`src/design/spq_pkg.sv`:
```
// Shared constants and types for the sorted priority queue.
package spq_pkg;

	// Number of entry cells in the chain
	localparam int unsigned DEPTH = 16;
	// Width of the entry counter, able to hold DEPTH itself
	localparam int unsigned CNT_W = $clog2(DEPTH + 1);
	// Width of the count field in a result word
	localparam int unsigned COUNT_FIELD_W = 5;
	// Width of one stored value
	localparam int unsigned VAL_W = 32;

	// Operation codes carried in the input tuser bit
	localparam logic KIND_INSERT = 1'b0;
	localparam logic KIND_REMOVE = 1'b1;

	// Broadcast from the top level to every cell
	typedef struct packed {
		logic                    ins;    // insert this cycle
		logic                    rem;    // remove this cycle
		logic signed [VAL_W-1:0] value;  // value to insert
	} cell_ctrl_t;

endpackage

```
`src/design/spq_cell.sv`:
```
// One slot of the sorted chain: holds a value and shifts with its neighbors.
module spq_cell (
	input  logic                              clk,
	input  spq_pkg::cell_ctrl_t               ctrl,
	input  logic                              occupied,
	input  logic                              prev_gt,
	input  logic signed [spq_pkg::VAL_W-1:0]  prev_value,
	input  logic signed [spq_pkg::VAL_W-1:0]  next_value,
	output logic                              gt,
	output logic signed [spq_pkg::VAL_W-1:0]  value
);

	logic signed [spq_pkg::VAL_W-1:0] value_q;

	// This slot stays ahead of the new value when it holds something larger
	assign gt    = occupied && (value_q > ctrl.value);
	assign value = value_q;

	// Keep, take the new value, shift down from the left, or shift up from the right
	always_ff @(posedge clk) begin
		if (ctrl.ins && !gt) begin
			value_q <= prev_gt ? ctrl.value : prev_value;
		end else if (ctrl.rem) begin
			value_q <= next_value;
		end
	end

endmodule

```
`src/design/sorted_priority_queue_core.sv`:
```
// A result word is registered and appears in the cycle after its input word is accepted.
// Throughput: one insert or remove per cycle while the output is not stalled; every cell compares and shifts at once.
// The output register takes a new word when it is empty or when the one it holds is taken in that cycle.
// Reset clears the entry count and the output valid flag; stored values are not cleared
// and count as empty until written.
module sorted_priority_queue_core (
	input  logic        clk,
	input  logic        arst_n,
	input  logic        s_tvalid,
	output logic        s_tready,
	input  logic [31:0] s_tdata,   // [31:0] value
	input  logic        s_tuser,   // [0] kind
	output logic        m_tvalid,
	input  logic        m_tready,
	output logic [39:0] m_tdata,   // [31:0] out_value, [32] error, [37:33] count,
	                               // [38] empty_res, [39] full_res
	output logic        m_tuser    // [0] out_valid
);

	localparam int unsigned DEPTH = spq_pkg::DEPTH;
	localparam int unsigned CNT_W = spq_pkg::CNT_W;
	localparam int unsigned CF_W  = spq_pkg::COUNT_FIELD_W;

	logic [CNT_W-1:0]                 count_q;
	logic [CNT_W-1:0]                 count_nxt;
	logic                             accept;
	logic                             is_full;
	logic                             is_empty;
	logic                             do_ins;
	logic                             do_rem;
	logic                             refused;
	spq_pkg::cell_ctrl_t              ctrl;
	logic [DEPTH-1:0]                 gt;
	logic signed [spq_pkg::VAL_W-1:0] vals [DEPTH];
	logic [CNT_W+CF_W-1:0]            count_ext;

	logic                             m_tvalid_q;
	logic signed [spq_pkg::VAL_W-1:0] res_value_q;
	logic                             res_valid_q;
	logic                             res_error_q;
	logic [CF_W-1:0]                  res_count_q;
	logic                             res_empty_q;
	logic                             res_full_q;

	// Accept while the output register is free or being drained
	assign s_tready = !m_tvalid_q || m_tready;
	assign accept   = s_tvalid && s_tready;

	// Decode the operation and refuse overflow and underflow
	assign is_full  = (count_q == CNT_W'(DEPTH));
	assign is_empty = (count_q == '0);
	assign do_ins   = accept && (s_tuser == spq_pkg::KIND_INSERT) && !is_full;
	assign do_rem   = accept && (s_tuser == spq_pkg::KIND_REMOVE) && !is_empty;
	assign refused  = accept && !do_ins && !do_rem;

	assign ctrl.ins   = do_ins;
	assign ctrl.rem   = do_rem;
	assign ctrl.value = s_tdata;

	always_comb begin
		count_nxt = count_q;
		if (do_ins) begin
			count_nxt = count_q + CNT_W'(1);
		end else if (do_rem) begin
			count_nxt = count_q - CNT_W'(1);
		end
	end

	// Build the chain of cells
	for (genvar i = 0; i < DEPTH; i++) begin : g_cell
		logic                             cell_prev_gt;
		logic signed [spq_pkg::VAL_W-1:0] cell_prev_value;
		logic signed [spq_pkg::VAL_W-1:0] cell_next_value;

		if (i == 0) begin : g_head
			assign cell_prev_gt    = 1'b1;
			assign cell_prev_value = '0;
		end else begin : g_body
			assign cell_prev_gt    = gt[i-1];
			assign cell_prev_value = vals[i-1];
		end
		if (i == DEPTH - 1) begin : g_tail
			assign cell_next_value = '0;
		end else begin : g_inner
			assign cell_next_value = vals[i+1];
		end

		spq_cell u_cell (
			.clk        (clk),
			.ctrl       (ctrl),
			.occupied   (count_q > CNT_W'(i)),
			.prev_gt    (cell_prev_gt),
			.prev_value (cell_prev_value),
			.next_value (cell_next_value),
			.gt         (gt[i]),
			.value      (vals[i])
		);
	end

	// Hold the entry count
	always_ff @(posedge clk or negedge arst_n) begin
		if (!arst_n) begin
			count_q <= '0;
		end else begin
			count_q <= count_nxt;
		end
	end

	// Advance the output valid flag
	always_ff @(posedge clk or negedge arst_n) begin
		if (!arst_n) begin
			m_tvalid_q <= 1'b0;
		end else if (s_tready) begin
			m_tvalid_q <= s_tvalid;
		end
	end

	assign count_ext = {{CF_W{1'b0}}, count_nxt};

	// Capture the result word
	always_ff @(posedge clk) begin
		if (accept) begin
			res_value_q <= do_rem ? vals[0] : '0;
			res_valid_q <= do_rem;
			res_error_q <= refused;
			res_count_q <= count_ext[CF_W-1:0];
			res_empty_q <= (count_nxt == '0);
			res_full_q  <= (count_nxt == CNT_W'(DEPTH));
		end
	end

	assign m_tvalid = m_tvalid_q;
	assign m_tdata  = {res_full_q, res_empty_q, res_count_q, res_error_q, res_value_q};
	assign m_tuser  = res_valid_q;

`ifndef NO_ASSERTIONS
	a_count_bound: assert property (@(posedge clk) disable iff (!arst_n)
		count_q <= CNT_W'(DEPTH))
		else $error("entry count above depth");

	a_valid_no_error: assert property (@(posedge clk) disable iff (!arst_n)
		m_tvalid |-> !(m_tuser && m_tdata[32]))
		else $error("result both valid and refused");

	a_result_follows: assert property (@(posedge clk) disable iff (!arst_n)
		accept |=> m_tvalid)
		else $error("accepted word produced no result");

	a_insert_counts: assert property (@(posedge clk) disable iff (!arst_n)
		do_ins |=> (count_q == $past(count_q) + CNT_W'(1)))
		else $error("insert did not advance count");
`endif

endmodule
```
`config.mk`:
```
export PLATFORM = sky130hd
export DESIGN_NAME = sorted_priority_queue_core
export DESIGN_NICKNAME = d
export VERILOG_FILES = /design/src/design/spq_pkg.sv /design/src/design/spq_cell.sv /design/src/design/sorted_priority_queue_core.sv
export SDC_FILE = /design/constraint.sdc
export NUM_CORES = 2
export LEC_CHECK = 0
export ABC_AREA = 1
export BUFFER_PORTS_ARGS = -buffer_cell sky130_fd_sc_hd__buf_2
export CAP_MARGIN = 5
export CORE_UTILIZATION = 31
export CTS_CLUSTER_SIZE = 12
export DETAILED_ROUTE_END_ITERATION = 6
export PLACE_DENSITY_LB_ADDON = 0.12
export SYNTH_ARGS = -nofsm -noshare
export SYNTH_HDL_FRONTEND = slang
export SYNTH_HIERARCHICAL = 1
export SYNTH_SLANG_ARGS = --single-unit
export TNS_END_PERCENT = 1
```
`constraint.sdc`:
```
create_clock -name clk -period 3.65 [get_ports clk]
set_input_delay 1.095 -clock clk [delete_from_list [all_inputs] [get_ports clk]]
set_output_delay 1.095 -clock clk [all_outputs]
set_load 0.005 [all_outputs]
```
# == Word-level counts from Yosys, hierarchy flattened ==
# Cells that the tools add are included.
# totals
elab_cells,189
in_bits,37
output_inout_bits,43
ff_bits,559
# classes
n_bitwise,1
order_cmp,32
n_reduce_logical,79
muxes,49
eq_ne,2
addsub,2
# ops
operator,n
32-bit two-way mux,47
32-bit greater-than comparator,16
5-bit by 4-bit greater-than comparator with 1-bit output (second input constant),8
1-bit logical AND,39
2-bit nonzero test,16
1-bit zero test,21
5-bit by 3-bit greater-than comparator with 1-bit output (second input constant),4
5-bit == test (second input constant),2
5-bit by 1-bit greater-than comparator with 1-bit output (second input constant),2
5-bit by 2-bit greater-than comparator with 1-bit output (second input constant),2
5-bit zero test,2
5-bit two-way mux,2
5-bit by 1-bit adder with 5-bit output (second input constant),1
5-bit by 1-bit subtractor with 5-bit output (second input constant),1
1-bit logical OR,1
1-bit NOT,1

# == Depth between registers and ports, before layout ==
# logic_depth
depth_word,8
ltp_mapped,23
mapped_depth_nobuf,20

# == Modules after synthesis ==
# Netlist, hierarchy kept.
# modules_own_cells
module,instances,seq_area_each_um2,area_per_inst_um2,cells_each
spq_cell,16,960.9,2816.5,360
sorted_priority_queue_core,1,1381.3,2393.5,229

# == Worst setup path after synthesis ==
# Ideal clock, no wire load.
# synth_timing
path_kind,input to register
from,input s_tdata[31]
to,"register g_cell[15].u_cell.value_q (netlist bit g_cell[15].u_cell/value[0]), enable pin"
setup_ns,0.389
path_slack_ns,0.164
arrival_time_ns,3.096
cell_stages,11
path_cell_list,inv_1 -> ha_1 -> a21oi_1 -> o21a_1 -> nand2_1 -> a21oi_1 -> nand3_1 -> nand3_4 -> nand2_8 -> buf_12 -> nand2_1
# synth_via
elab_chain_len,5
# synth_lines
element,line,source
from (decl),sorted_priority_queue_core.sv:11,"input logic [31:0] s_tdata,"
32-bit greater-than comparator,spq_cell.sv:16,assign gt = occupied && (value_q > ctrl.value);
1-bit logical AND,spq_cell.sv:16,
1-bit zero test,spq_cell.sv:21,if (ctrl.ins && !gt) begin
1-bit logical AND,spq_cell.sv:21,
2-bit nonzero test (no source line),-,
to (signal assigned),spq_cell.sv:22,value_q <= prev_gt ? ctrl.value : prev_value;
to (signal assigned),spq_cell.sv:24,value_q <= next_value;
to (decl),spq_cell.sv:13,logic signed [spq_pkg::VAL_W-1:0] value_q;
# Every way passes these cells.
# A chain may end at the register's enable or synchronous reset.

# == Final worst setup path ==
# layout_timing
from,input s_tdata[27]
to,"register g_cell[11].u_cell.value_q (netlist bit g_cell[11].u_cell/value[20]), data pin"
# layout_via
word_cells_on_any_way,8
classes_between,order compare (2); mux (2); reduce/logical (4)
# layout_rtl
element,line,source
32-bit greater-than comparator,spq_cell.sv:16,
1-bit logical AND,spq_cell.sv:16,
named net g_cell[11].cell_prev_gt,sorted_priority_queue_core.sv:71,logic cell_prev_gt;
32-bit two-way mux,spq_cell.sv:22,
32-bit two-way mux,spq_cell.sv:21,
to (signal assigned),spq_cell.sv:22,
to (signal assigned),spq_cell.sv:24,
to (decl),spq_cell.sv:13,
# The timed path passes the listed nets, and every way through them passes these cells.

==> flow_summary.json <==
{
  "outcome": "complete, no violations",
  "cp-start-kind": "input port",
  "design_area_sq_um": 55070,
  "max-vdd-ir-drop_mv": 0.4091,
  "p_leak_uw": 0.02648,
  "tritoncts": "yes",
  "maxCapViolations": 0,
  "post_cts_resized": 0,
  "overflow": 0,
  "rows": 143,
  "clock_sinks": 559,
  "grtUsageTotal_pct": 16.81,
  "cts_setup_buffers": 0,
  "drc": 0,
  "clkLatencyLatePin_ns": 0.68,
  "hpwl_mm": 103.8,
  "die_h_um": 393.2,
  "coreArea_sq_um": 151900,
  "postRouteAntennaNets": 0,
  "skew_ns": 0.01875,
  "antenna_cells": 0,
  "cts_root_buf": "clkbuf_16",
  "crit_path_end_kind": "flip-flop",
  "powerDensity_nw_per_um2": 646.6,
  "ctsHoldBuffers": 0,
  "io_buffers": 79,
  "setup_violations": 0,
  "slew_viol_final": 0,
  "drt-initial-drc-count": 1933,
  "path_clk_slew_ns": 0.06,
  "start_util_pct": 31.24,
  "hp-class": "input port to async pin",
  "yosys_warnings": 6,
  "ff2ff_path_depth": 13,
  "totalWireLength_mm": 127.9,
  "tightest_slew_ns": 0.7477,
  "syn_area_sq_um": 47450,
  "area_growth_syn_to_layout_pct": 16.05,
  "grt_pass1_vias": 39150,
  "grt_pass1_wl_mm": 208.7,
  "hold_viol_final": 0,
  "cp_max_fo": 48,
  "die-area_sq_um": 154600,
  "grt_max_degree": 81,
  "clock.fmax_mhz": 312.3,
  "htreeDepth": 3,
  "synth.avg_cell_area_sq_um": 7.925,
  "wl_per_cell_um": 15.21,
  "slew_headroom_pct": 49.63,
  "min_period_over_period_pct": 87.73,
  "clockBufferDepth": 3,
  "avgViaCountPerCell": 4.493,
  "post-route-min-period_ns": 3.202,
  "antenna_found_initial": 2,
  "firstDrtPassIters": 5,
  "die_w_um": 393.2,
  "holdWs_ns": 0.2421,
  "drive_gt1_share_pct": 23.29,
  "dr_total_vias": 37790,
  "place.gp.congestion": 0.8042,
  "ios": 80,
  "rsz0062_at_grt": "no",
  "cts_buffers": 78,
  "required_ns": 4.19,
  "path_class": "input port to flip-flop",
  "nets": 6876,
  "worst_ep_arrival_time_ns": 3.74,
  "dpl_cell_area_sq_um": 52750,
  "syn-instance-count": 5988
}
## sequential cells by signal, summed over array words and instances, names as in the netlist
| signal | cells |
|---|---|
| res_full_q | 1 |
| m_tvalid | 1 |
| res_empty_q | 1 |
| res_count_q | 5 |
| res_error_q | 1 |
| count_q | 5 |
| m_tuser | 1 |
| res_value_q | 32 |
| g_cell.u_cell/value | 512 |
## power breakdown
part           switching (uW)  internal (uW)  leakage [uW]  total [uW]
combinational           10600           6840        0.0200       17400
clock                    3080           4060       0.00113        7140
sequential               1590           9470       0.00533       11100
## area by class of cell
class	count	area, sq um
fill	15900	96840
clock buffer	104	2069
clock inverter	35	247.7
tap	2030	2540
timing repair buffer	471	4589
sequential	559	16760
inverter	757	2861
multi-input combinational	4454	26000
## critical path, cell delays in order
cell	delay, ns
buf_2	0.10
buf_12	0.15
inv_1	0.07
ha_1	0.29
a21oi_1	0.18
o21ai_0	0.15
nand2_1	0.09
nand2_1	0.09
a21oi_1	0.13
buf_4	0.15
nand2_1	0.05
nand2_1	0.09
nand3_4	0.10
inv_2	0.11
buf_12	0.21
nor2_1	0.09
a21oi_1	0.24
nand3_1	0.19
nand2_2	0.10
## per-layer routing
| layer | routed length, um | GRT usage [%] | up-vias | share of wire, % |
|---|---|---|---|---|
| met5 | 0 | 0 | - | 0 |
| li1 | - | - | 20250 | - |
| met3 | 3482 | 2.039 | 151 | 2.7 |
| met4 | 2561 | 3.714 | 0 | 2.0 |
| met1 | 59420 | 21.34 | 16970 | 46 |
| met2 | 62430 | 30.16 | 425 | 49 |
## worst paths after layout
kind	startpoint	endpoint	slack [ns]
worst max-delay path	s_tdata[27]	g_cell[11].u_cell/value[20]	0.45
worst min-delay path	arst_n	count_q[2]	0.24
worst max register to register	count_q[2]	g_cell[14].u_cell/value[0]	0.75
worst min register to register	m_tvalid	m_tvalid	0.55
max in group asynchronous	arst_n	count_q[1]	3.26
min in group clk	m_tvalid	m_tvalid	0.55
## per-stage QoR
| stage | std cells | TNS [ns] | power (uW) | setup slack (ns) | util, % |
|---|---|---|---|---|---|
| final | 8410 | 0 | 35610 | 0.4479 | 36.25 |
| after floorplan | 6051 | 0 | 23270 | 0.1641 | - |
| after global placement | 8271 | -22.03 | 28720 | -0.2544 | 34.73 |
| after CTS | 8410 | 0 | 36350 | 0.4512 | 36.25 |
| after global routing | 8410 | 0 | 38890 | 0.2633 | 36.25 |
| after detailed placement | 8271 | -38.00 | 28890 | -0.2642 | 34.73 |
## layout by cell type (no fill, tap or decap), types with 2 or more instances in the layout
cell type   count
nand2_1       918
nand2_2       793
inv_1         735
a21oi_1       723
nor2_1        665
edfxtp_1      553
nand3_1       547
ha_1          518
buf_4         292
buf_12        100
buf_2          79
clkbuf_16      78
conb_1         65
nor2_2         39
o21ai_0        34
nand4_1        32
o21a_1         32
clkbuf_1       24
nand3_4        17
nand2_8        17
clkinv_1       17
inv_2          16
a21o_1         16
mux2_2         16
clkinv_2       11
nand3_2         6
dfrtp_1         6
inv_6           4
nand2_4         3
clkinv_8        3
nor2_8          2
inv_8           2
xor2_1          2
o21ai_1         2
clkbuf_8        2
clkinvlp_4      2
No activity file was read; power rests on OpenSTA's default activity.
